$ cat config.mk
export PLATFORM = sky130hd
export DESIGN_NAME = humidity_temp_frame_decoder
export DESIGN_NICKNAME = d
export VERILOG_FILES = /design/src/rtl/htfd_pkg.sv /design/src/rtl/humidity_temp_frame_decoder.sv /design/src/rtl/htfd_crc.sv /design/src/rtl/htfd_conv.sv
export SDC_FILE = /design/constraint.sdc
export NUM_CORES = 1
export LEC_CHECK = 0
export BUFFER_PORTS_ARGS = -buffer_cell sky130_fd_sc_hd__buf_2
export CORE_ASPECT_RATIO = 2
export CORE_MARGIN = 3
export CORE_UTILIZATION = 62
export DETAILED_ROUTE_END_ITERATION = 8
export GPL_TIMING_DRIVEN = 0
export MAX_ROUTING_LAYER = met4
export PLACE_DENSITY = 0.87
export SLEW_MARGIN = 10
export SYNTH_ARGS = -nofsm -noshare
export SYNTH_HDL_FRONTEND = slang
export SYNTH_SLANG_ARGS = --single-unit
$ cat constraint.sdc
create_clock -name i_clk -period 9.3 [get_ports i_clk]
set_input_delay 1.86 -clock i_clk [delete_from_list [all_inputs] [get_ports i_clk]]
set_output_delay 1.86 -clock i_clk [all_outputs]
set_load 0.02 [all_outputs]
$ cat src/rtl/htfd_pkg.sv
// Package with the types, constants and CRC function of the frame decoder.
package htfd_pkg;

    localparam logic [7:0] POLY_RESET = 8'h31;
    localparam logic [7:0] CRC_INIT   = 8'h00;

    // Conversion constants in hundredths.
    localparam logic signed [15:0] RH_OFFSET = -16'sd600;
    localparam logic signed [15:0] T_OFFSET  = -16'sd4685;
    localparam logic [14:0]        RH_SCALE  = 15'd12500;
    localparam logic [14:0]        T_SCALE   = 15'd17572;

    // Result of the CRC front end, aligned with the end of stage two.
    typedef struct packed {
        logic        valid;
        logic        crc_ok;
        logic        is_hum;
        logic [15:0] raw_code;
    } t_crc_res;

    // One byte of an MSB-first CRC-8.
    function automatic logic [7:0] crc8_byte(input logic [7:0] crc_in,
                                             input logic [7:0] data,
                                             input logic [7:0] poly);
        logic [7:0] c;
        c = crc_in ^ data;
        for (int k = 0; k < 8; k++) begin
            c = c[7] ? ({c[6:0], 1'b0} ^ poly) : {c[6:0], 1'b0};
        end
        return c;
    endfunction

endpackage

$ cat src/rtl/humidity_temp_frame_decoder.sv
// Top level of the humidity and temperature frame decoder.
//
// One frame (high byte, low byte, check byte) is taken as a beat at each rising
// edge where start is high and busy is low. Busy is held low, so a new frame
// can be given in every cycle.
// Each frame yields one result beat: o_strobe is high for exactly one cycle
// with o_crc_ok, o_is_humidity, o_value_centi and o_raw_code. The result
// passes through the pipeline registers: the CRC runs over two stages
// of one byte each, the conversion over a multiply stage and an offset stage,
// and a last stage applies the CRC verdict. Throughput is one frame per cycle.
// On a CRC mismatch o_crc_ok is low and o_value_centi is zero, while
// o_is_humidity and o_raw_code still report the received code.
// The polynomial register is written by i_cfg_we and i_cfg_wdata; write it
// only while no frame is in flight.
// A synchronous reset empties the pipeline and loads polynomial 0x31.
// The receiver cannot stall; every result must be taken when it is shown.
module humidity_temp_frame_decoder #(
    parameter int FRAME_BYTES = 2
) (
    input  logic               i_clk,
    input  logic               i_rst_n,
    input  logic               start,
    output logic               busy,
    input  logic [7:0]         i_high_byte,
    input  logic [7:0]         i_low_byte,
    input  logic [7:0]         i_check_byte,
    input  logic               i_cfg_we,
    input  logic [7:0]         i_cfg_wdata,
    output logic               o_strobe,
    output logic               o_crc_ok,
    output logic               o_is_humidity,
    output logic signed [14:0] o_value_centi,
    output logic [15:0]        o_raw_code
);

    logic [7:0]         r_poly;
    logic               r_out_valid;
    logic               r_crc_ok;
    logic               r_is_hum;
    logic signed [14:0] r_value;
    logic [15:0]        r_raw;

    htfd_pkg::t_crc_res crc_res;
    logic signed [14:0] conv_value;
    logic               in_beat;

    assign busy    = 1'b0;
    assign in_beat = start && !busy;

    always_ff @(posedge i_clk) begin
        if (!i_rst_n) begin
            r_poly <= htfd_pkg::POLY_RESET;
        end else if (i_cfg_we) begin
            r_poly <= i_cfg_wdata;
        end
    end

    htfd_crc #(
        .FRAME_BYTES (FRAME_BYTES)
    ) u_crc (
        .i_clk        (i_clk),
        .i_rst_n      (i_rst_n),
        .i_valid      (in_beat),
        .i_poly       (r_poly),
        .i_high_byte  (i_high_byte),
        .i_low_byte   (i_low_byte),
        .i_check_byte (i_check_byte),
        .o_res        (crc_res)
    );

    htfd_conv u_conv (
        .i_clk   (i_clk),
        .i_code  ({i_high_byte, i_low_byte}),
        .o_value (conv_value)
    );

    always_ff @(posedge i_clk) begin
        if (!i_rst_n) begin
            r_out_valid <= 1'b0;
        end else begin
            r_out_valid <= crc_res.valid;
        end
        r_crc_ok <= crc_res.crc_ok;
        r_is_hum <= crc_res.is_hum;
        r_raw    <= crc_res.raw_code;
        r_value  <= crc_res.crc_ok ? conv_value : 15'sd0;
    end

    assign o_strobe      = r_out_valid;
    assign o_crc_ok      = r_crc_ok;
    assign o_is_humidity = r_is_hum;
    assign o_value_centi = r_value;
    assign o_raw_code    = r_raw;

endmodule

$ cat src/rtl/htfd_crc.sv
// Two-stage CRC-8 check of the data bytes against the check byte.
module htfd_crc #(
    parameter int FRAME_BYTES = 2
) (
    input  logic              i_clk,
    input  logic              i_rst_n,
    input  logic              i_valid,
    input  logic [7:0]        i_poly,
    input  logic [7:0]        i_high_byte,
    input  logic [7:0]        i_low_byte,
    input  logic [7:0]        i_check_byte,
    output htfd_pkg::t_crc_res o_res
);

    logic        r_s1_valid;
    logic [7:0]  r_s1_crc;
    logic [15:0] r_s1_code;
    logic [7:0]  r_s1_chk;

    htfd_pkg::t_crc_res r_s2;

    logic [7:0]  n_s1_crc;
    logic [7:0]  n_s2_crc;
    logic        n_s2_ok;

    assign n_s1_crc = htfd_pkg::crc8_byte(htfd_pkg::CRC_INIT, i_high_byte, i_poly);

    // A one-byte frame covers the high byte only.
    assign n_s2_crc = (FRAME_BYTES >= 2)
                    ? htfd_pkg::crc8_byte(r_s1_crc, r_s1_code[7:0], i_poly)
                    : r_s1_crc;
    assign n_s2_ok  = (n_s2_crc == r_s1_chk);

    always_ff @(posedge i_clk) begin
        if (!i_rst_n) begin
            r_s1_valid <= 1'b0;
        end else begin
            r_s1_valid <= i_valid;
        end
        r_s1_crc  <= n_s1_crc;
        r_s1_code <= {i_high_byte, i_low_byte};
        r_s1_chk  <= i_check_byte;
    end

    always_ff @(posedge i_clk) begin
        if (!i_rst_n) begin
            r_s2.valid <= 1'b0;
        end else begin
            r_s2.valid <= r_s1_valid;
        end
        r_s2.crc_ok   <= n_s2_ok;
        r_s2.is_hum   <= r_s1_code[1];
        r_s2.raw_code <= {r_s1_code[15:2], 2'b00};
    end

    assign o_res = r_s2;

endmodule

$ cat src/rtl/htfd_conv.sv
// Two-stage fixed-point conversion of the status-free code to hundredths.
module htfd_conv (
    input  logic               i_clk,
    input  logic [15:0]        i_code,
    output logic signed [14:0] o_value
);

    logic [30:0]        r_prod;
    logic               r_hum;
    logic signed [14:0] r_value;

    logic [15:0]        n_s;
    logic [14:0]        n_scale;
    logic [30:0]        n_prod;
    logic signed [15:0] n_offset;
    logic signed [15:0] n_sum;

    assign n_s     = {i_code[15:2], 2'b00};
    assign n_scale = i_code[1] ? htfd_pkg::RH_SCALE : htfd_pkg::T_SCALE;
    // Both operands are widened so the full 31-bit product is kept.
    assign n_prod  = {15'd0, n_s} * {16'd0, n_scale};

    // The code is never negative, so the floor is the upper product bits.
    assign n_offset = r_hum ? htfd_pkg::RH_OFFSET : htfd_pkg::T_OFFSET;
    assign n_sum    = n_offset + $signed({1'b0, r_prod[30:16]});

    always_ff @(posedge i_clk) begin
        r_prod  <= n_prod;
        r_hum   <= i_code[1];
        r_value <= n_sum[14:0];
    end

    assign o_value = r_value;

endmodule

==> results of run 1 <==
-- sequential cells by signal, summed over array words and instances, names as in the netlist --
signal,flops
r_poly,8
u_crc.r_s1_chk,8
u_crc.o_res,17
o_is_humidity,1
u_conv.o_value,15
u_crc.r_s1_code,16
u_conv.r_prod,15
o_crc_ok,1
u_crc.r_s1_crc,8
o_value_centi,15
o_strobe,1
o_raw_code,14
u_crc.r_s1_valid,1
-- cell type report --
type | instances | area share (%)
clock buffers | 18 | 4.169
clock inverters | 14 | 1.675
flip-flops and latches | 120 | 22.80
inverters | 92 | 3.278
repair buffers | 66 | 3.135
plain buffers | 45 | 1.829
multi-input cells | 744 | 60.83
well taps | 192 | 2.280
-- metrics by stage --
stage | hold slack, ps | setup slack (ps) | utilization [%] | total power (µW)
2_1_floorplan | 309.6 | 2056 | - | 3036
3_3_place_gp | 309.7 | 919.5 | 68.38 | 3580
3_5_place_dp | 312.1 | 802.2 | 68.38 | 3680
4_1_cts | 325.5 | 1177 | 72.62 | 4423
5_1_grt | 328.2 | 762.3 | 72.62 | 4773
6_report | 324.9 | 1071 | 72.62 | 4455
-- cell families after synthesis --
| logic type | synth area share, % |
|---|---|
| AOI/OAI and AO/OA | 6.931 |
| DFF | 25.84 |
| buffers and inverters | 5.787 |
| and+or+nand+nor | 14.70 |
| muxes | 2.288 |
| other | 0.08078 |
| xor gates and xnor gates | 13.96 |
| adders and majority gates | 30.42 |
-- placed cells by master (no fill, tap or decap), drive strengths merged, types with 5 or more instances in the layout --
cell / instances
nand2: 115
nand4: 5
nor2: 45
a31oi: 5
nor3: 11
mux2i: 19
or2: 12
inv: 101
a21o: 8
nor2b: 18
ha: 122
clkbuf: 52
xor2: 31
o21ai: 25
conb: 16
a21oi: 24
o21a: 6
o22ai: 5
dfxtp: 120
and2: 33
xnor2: 104
buf: 77
nand2b: 12
fa: 65
nand3: 13
-- cell usage after synthesis (13+ instances only) --
library cell  count  area share, %
ha_1            122             16
dfxtp_1         120             26
nand2_1         115            4.6
xnor2_1          99            9.3
inv_1            91            3.7
fa_1             65             14
nor2_1           45            1.8
clkbuf_1         34            1.4
and2_1           33            2.2
xor2_1           30            2.8
o21ai_0          25            1.3
a21oi_1          24            1.3
mux2i_1          19            2.0
nor2b_1          18            1.2
nand3_1          13           0.70
-- metal layers --
layer | part of all wire [%] | track usage (%)
met1 | 30 | 24.64
met2 | 56 | 57.99
met3 | 4.3 | 5.586
met4 | 9.6 | 30.02
met5 | 0 | -
-- where the power goes --
group          switching [µW]  internal (µW)
Clock                     271            415
Sequential               64.6            657
Combinational            1750           1300
-- worst max-delay path, delay by kind of cell --
family	cells	cell delay, ps
AOI/OAI and AO/OA	10	2580
xor gates and xnor gates	1	240
adders and majority gates	7	2430
buffers and inverters	6	1280
and+or+nand+nor	1	140
-- worst paths after layout --
check                                startpoint           endpoint  slack (ps)  cells past startpoint
worst max register to register        r_poly[6]  u_crc.r_s1_crc[3]        4310                     16
worst max-delay path              i_low_byte[1]  u_conv.r_prod[30]        1070                     25
worst min-delay path            u_crc.o_res[10]     o_raw_code[10]         320                      0
worst min register to register  u_crc.o_res[10]     o_raw_code[10]         320                      0
==> impl_metrics.ini, run 1 <==
[outcome]
outcome = finished, final reports clean

[cts]
cts_setup_buffers = 0
cts_buffers = 17
clkSinkCount = 120
clock_path_buffers = 2
cts.repair.resized = 0
clkTransAtPathRegs_ps = 60
worstSkewPairLatency_ps = 430
htree_levels = 4
postCtsHoldBufs = 0
cts_tree = yes
cts_root_buf = clkbuf_16

[grt]
overflow = 0
grt_max_degree = 17
grtUsageTotal_pct = 31.31
grt_pass1_wl_um = 37650
first_global_vias = 7917
antenna_found_initial = 0

[sta]
finalSetupViolCount = 0
fmax_mhz = 121.5
finClkSkew_ps = 10.33
finalHoldViolCount = 0
period_needed_ps = 8229
period_share_pct = 88.48
maxSlewViolCount = 0
fin_tns_setup_ps = 0
relSlewSlack_pct = 43.11
tightest_slew_ps = 847.3
rsz0062_at_grt = no

[synthesis]
syn_inst = 987
synthesis.area_mm2 = 0.009296
yosysUniqueCellTypes = 65
yosysWarnings = 0
ys.flop_type = dfxtp_1
yosysSeqAreaShare_pct = 25.84
async_flop_share_pct = 0
syn_area_per_cell_um2 = 9.419
synth-edff-count = 0
ys_seq_elements = 120

[detailed_routing]
antenna_left = 0
drt-wirelength-per-cell_um = 18.49
drt_iter0_drc = 384
drt-pass1-iter-count = 5
vias_per_cell = 5.689
post-route-drc-count = 0
vias = 7344
drt_wl_total_um = 23870

[hold_path]
min_path_type = reg -> reg

[worst_setup_path]
worstPathRequired_ps = 9610
arrival_ps = 8540
crit_path_top_delay_cell = fa_1
path_common_cell = ha_1
max_stage_delay_ps = 570
start_kind = primary input
critPathCaptureType = flop
critical_path_class = in -> reg
crit_fanout = 10

[floorplanning]
chipWidth_um = 92.59
dieArea_mm2 = 0.01659
rows = 62
die_h_um = 179.2
core_area_mm2 = 0.01451
ioPinCount = 71
start_util_pct = 64.08

[layout]
fin_nets = 1309
antenna_cells = 0
area_delta_synth_final_pct = 13.32
multi_input_area_mm2 = 0.006409
drive_above_1_share_pct = 12.19
post-route-cell-area_mm2 = 0.01054
seq_area_mm2 = 0.002402
instances_no_fill = 1291
nFillCells = 1046

[pwr]
leakagePower_uw = 0.005110
powerDensity_mw_per_mm2 = 422.8
ir_drop_v = 0.0002784

[place]
place_hpwl_um = 18490
dp_cells = 1259
port_buffers = 66
place.gp.congestion = 0.9592
placed_cell_area_mm2 = 0.009920

[run]
drv_cap = 0
(Power assumes the default switching activity.)
==> run 2, diff against run 1 <==
CAP_MARGIN = 0   (was not set)
CORE_UTILIZATION = 64   (was 62)
PLACE_DENSITY = 0.89   (was 0.87)
clock period = 10.35 ns   (was 9.3 ns; I/O delays follow)
==> impl_metrics.ini, run 2 (synthesized netlist as in run 1, its figures left out) <==
[sta]
finClkSkew_ps = 11.22
finalSetupViolCount = 0
period_share_pct = 81.47
fmax_mhz = 118.6
maxSlewViolCount = 0
rsz0062_at_grt = no
finalHoldViolCount = 0
period_needed_ps = 8432
tightest_slew_ps = 870.1
relSlewSlack_pct = 41.58
fin_tns_setup_ps = 0

[worst_setup_path]
crit_fanout = 10
arrival_ps = 8750
critical_path_class = in -> reg
crit_path_top_delay_cell = fa_1
start_kind = primary input
r2r-end = u_crc.r_s1_crc[3]
r2r_cells = 16
crit_family = compound AO/OA/AOI/OAI gates
max_stage_delay_ps = 550
critPathCaptureType = flop
r2r-start = r_poly[6]
path_common_cell = ha_1
worstPathRequired_ps = 10670
cp_num_buf_inv = 6
r2r_setup_slack_ps = 4890

[floorplanning]
chipWidth_um = 91.22
rows = 61
die_h_um = 176.4
start_util_pct = 66.20
ioPinCount = 71
core_area_mm2 = 0.01404
dieArea_mm2 = 0.01610

[cts]
cts_root_buf = clkbuf_16
clkTransAtPathRegs_ps = 70
htree_levels = 4
clock_path_buffers = 2
cts_buffers = 17
clkSinkCount = 120
worstSkewPairLatency_ps = 430
cts_tree = yes
cts_setup_buffers = 0
postCtsHoldBufs = 0
cts.repair.resized = 0

[grt]
first_global_vias = 7958
overflow = 0
grtUsageTotal_pct = 32.25
grt_pass1_wl_um = 38700
grt_max_degree = 17
antenna_found_initial = 0

[outcome]
outcome = finished, final reports clean

[pwr]
leakagePower_uw = 0.005093
ir_drop_v = 0.0003254
powerDensity_mw_per_mm2 = 377.7
p_total_uw = 3963

[detailed_routing]
drt_wl_total_um = 24440
vias = 7493
drt-wirelength-per-cell_um = 18.97
drt-pass1-iter-count = 8
post-route-drc-count = 0
drt_iter0_drc = 404
antenna_left = 0
vias_per_cell = 5.818

[layout]
largest_reg_flops = 17
fin_nets = 1309
area_delta_synth_final_pct = 12.87
nFillCells = 976
post-route-cell-area_mm2 = 0.01049
drive_above_1_share_pct = 12.19
antenna_cells = 0
final_cell_mix = ha_1 (122), dfxtp_1 (120), nand2_1 (115)
final_common_cell = ha_1
final_util_pct = 74.71

[hold_path]
min_to = u_crc.o_res[13]
holdCritStartpoint = u_crc.r_s1_code[13]
min_path_type = reg -> reg
min_path_cells = 0

[place]
place_hpwl_um = 18230
place.gp.congestion = 0.9959
port_buffers = 66
placed_cell_area_mm2 = 0.009916

[run]
drv_cap = 0
run 2: cell types whose count changed in the layout (fill, tap and decap cells not counted):
cell	previous run	this run
clkbuf_8	1	0
inv_8	5	3
clkinv_2	0	2
bufinv_16	2	1
inv_6	5	7
run 2: per-layer routing:
metal	vias to the layer above	global-route usage [%]	wire length (µm)
li1	3393	-	-
met4	0	27.77	2382
met1	3581	26.24	7234
met5	-	-	0
met3	167	5.885	1257
met2	352	60.14	13570
run 2: final cells by class:
| type | count | area (µm²) | area share [%] |
|---|---|---|---|
| tap | 189 | 236.5 | 2.254 |
| multi-input combinational | 744 | 6409 | 61.08 |
| buffer | 45 | 192.7 | 1.836 |
| timing repair buffer | 66 | 330.3 | 3.148 |
| sequential | 120 | 2402 | 22.90 |
| clock buffer | 17 | 425.4 | 4.054 |
| inverter | 92 | 345.3 | 3.291 |
| clock inverter | 15 | 151.4 | 1.443 |
run 2: through the flow:
step	std cells	worst slack (ps)	hold slack, ps
3_3_place_gp	1256	1799	309.9
6_report	1288	1918	313.6
2_1_floorplan	1001	2896	309.6
4_1_cts	1288	1983	315.6
5_1_grt	1288	1622	325.0
3_5_place_dp	1256	1649	312.1
run 2: how the worst max path moves through the flow:
stage | depth (start not counted) | slack (ps) | end | startpoint
3_3_place_gp | 25 | 1800 | u_conv.r_prod[30] | i_low_byte[1]
3_5_place_dp | 25 | 1650 | u_conv.r_prod[30] | i_low_byte[1]
4_1_cts | 25 | 1980 | u_conv.r_prod[30] | i_low_byte[1]
6_report | 25 | 1920 | u_conv.r_prod[30] | i_low_byte[1]
5_1_grt | 25 | 1620 | u_conv.r_prod[30] | i_low_byte[1]
2_1_floorplan | 24 | 2900 | u_conv.r_prod[30] | i_low_byte[1]
run 2: report_power, final:
group          switching (µW)  total [µW]  internal, µW
Clock                     255         595           340
Sequential               56.6         647           590
Combinational            1550        2720          1170
==> run 3, diff against run 2 <==
CORE_UTILIZATION = 62   (was 64)
PLACE_DENSITY = 0.87   (was 0.89)
clock period = 8.3 ns   (was 10.35 ns; I/O delays follow)
==> impl_metrics.ini, run 3 (synthesized netlist as in run 1, its figures left out) <==
[place]
place_hpwl_um = 18490
port_buffers = 66
place.gp.congestion = 0.9592
post-place-ws_ps = 2.228

[detailed_routing]
vias_per_cell = 5.688
vias = 7343
antenna_left = 0
drt_wl_total_um = 23870
drt-wirelength-per-cell_um = 18.49
post-route-drc-count = 0
drt-pass1-iter-count = 5
drt_iter0_drc = 389

[hold_path]
min_path_type = reg -> reg

[pwr]
ir_drop_v = 0.0003157
leakagePower_uw = 0.005113
powerDensity_mw_per_mm2 = 473.8

[worst_setup_path]
worstPathRequired_ps = 8610
critical_path_class = in -> reg
crit_fanout = 10
path_common_cell = ha_1
crit_family = compound AO/OA/AOI/OAI gates
max_stage_delay_ps = 570
arrival_ps = 8170
critPathCaptureType = flop
cp_num_buf_inv = 6
start_kind = primary input
crit_path_top_delay_cell = fa_1

[cts]
cts_tree = yes
cts_buffers = 17
worstSkewPairLatency_ps = 430
htree_levels = 4
clkTransAtPathRegs_ps = 60
clock_path_buffers = 2
postCtsHoldBufs = 0
clkSinkCount = 120
cts_root_buf = clkbuf_16

[sta]
fmax_mhz = 127.2
maxSlewViolCount = 0
finalSetupViolCount = 0
timing.final.ws_setup_ps = 439.3
fin_tns_setup_ps = 0
finClkSkew_ps = 10.40
relSlewSlack_pct = 42.81
period_needed_ps = 7861
finalHoldViolCount = 0
tightest_slew_ps = 851.8
rsz0062_at_grt = no
period_share_pct = 94.71

[grt]
antenna_found_initial = 0
first_global_vias = 7917
grt_pass1_wl_um = 37650
overflow = 0
grtUsageTotal_pct = 31.31
grt_max_degree = 17

[floorplanning]
die_h_um = 179.2
chipWidth_um = 92.59
core_area_mm2 = 0.01451
ioPinCount = 71
start_util_pct = 64.08
dieArea_mm2 = 0.01659
rows = 62

[outcome]
outcome = finished, final reports clean

[layout]
final_common_cell = ha_1
area_delta_synth_final_pct = 13.34
antenna_cells = 0
fin_nets = 1309
largest_reg_flops = 17
drive_above_1_share_pct = 12.28
final_cell_mix = ha_1 (122), dfxtp_1 (120), nand2_1 (115)

[run]
drv_cap = 0
==> run 3: worst paths after layout <==
check | to | slack (ps) | from | cells past startpoint
min | o_raw_code[10] | 320 | u_crc.o_res[10] | 0
min reg2reg | o_raw_code[10] | 320 | u_crc.o_res[10] | 0
max | u_conv.r_prod[30] | 440 | i_low_byte[1] | 25
max reg2reg | u_crc.r_s1_crc[3] | 3300 | r_poly[6] | 16
==> run 3: worst reg2reg max path, stage by stage (launching register included) <==
cell and delay [ps]:
dfxtp_1 330, clkbuf_1 240, or3b_2 520, a21oi_1 180, o21ai_0 140, a31oi_1 210, or2_2 130, clkbuf_1 320
nand2_1 120, xnor2_1 340, mux2i_1 230, a22oi_1 100, xnor2_1 730, nand2_1 150, xnor2_1 570, nand2_1 160
xnor2_1 390
==> run 3: layout make-up <==
cell class	instances	area (µm²)
clock buffer	18	439.2
inverter	92	345.3
tap	192	240.2
fill	1046	3970
buffer	45	193.9
sequential	120	2402
multi-input combinational	744	6409
timing repair buffer	66	330.3
clock inverter	14	176.4
==> run 3: what timing repair did <==
| item | CTS | global route |
|---|---|---|
| buffers inserted | 0 | 0 |
| setup endpoints to repair | 0 | 1 |
| resized for setup | 0 | 2 |
==> run 3: stage by stage <==
| step | hold WS [ps] | instances | power, µW | utilization [%] | instance area (µm²) |
|---|---|---|---|---|---|
| 6_report | 324.9 | 1291 | 4992 | 72.63 | 10540 |
| 5_1_grt | 328.2 | 1291 | 5348 | 72.63 | 10540 |
| 3_3_place_gp | 309.7 | 1259 | 4011 | 68.38 | 9920 |
| 3_5_place_dp | 312.1 | 1259 | 4123 | 68.38 | 9920 |
| 4_1_cts | 325.5 | 1291 | 4955 | 72.62 | 10540 |
| 2_1_floorplan | 309.6 | 1001 | 3401 | - | 9349 |
==> run 3: routing by layer <==
| metal | share of wire (%) | vias up | GRT usage (%) | wire [µm] |
|---|---|---|---|---|
| met5 | 0 | - | - | 0 |
| met3 | 4.2 | 137 | 5.586 | 1013 |
| li1 | - | 3388 | - | - |
| met2 | 57 | 302 | 57.99 | 13490 |
| met4 | 9.6 | 0 | 30.02 | 2287 |
| met1 | 30 | 3516 | 24.64 | 7081 |
==> run 3: where the power goes <==
group	switching (µW)	internal (µW)
clock network	303	465
logic	1960	1460
registers	72.0	736
total	2340	2660
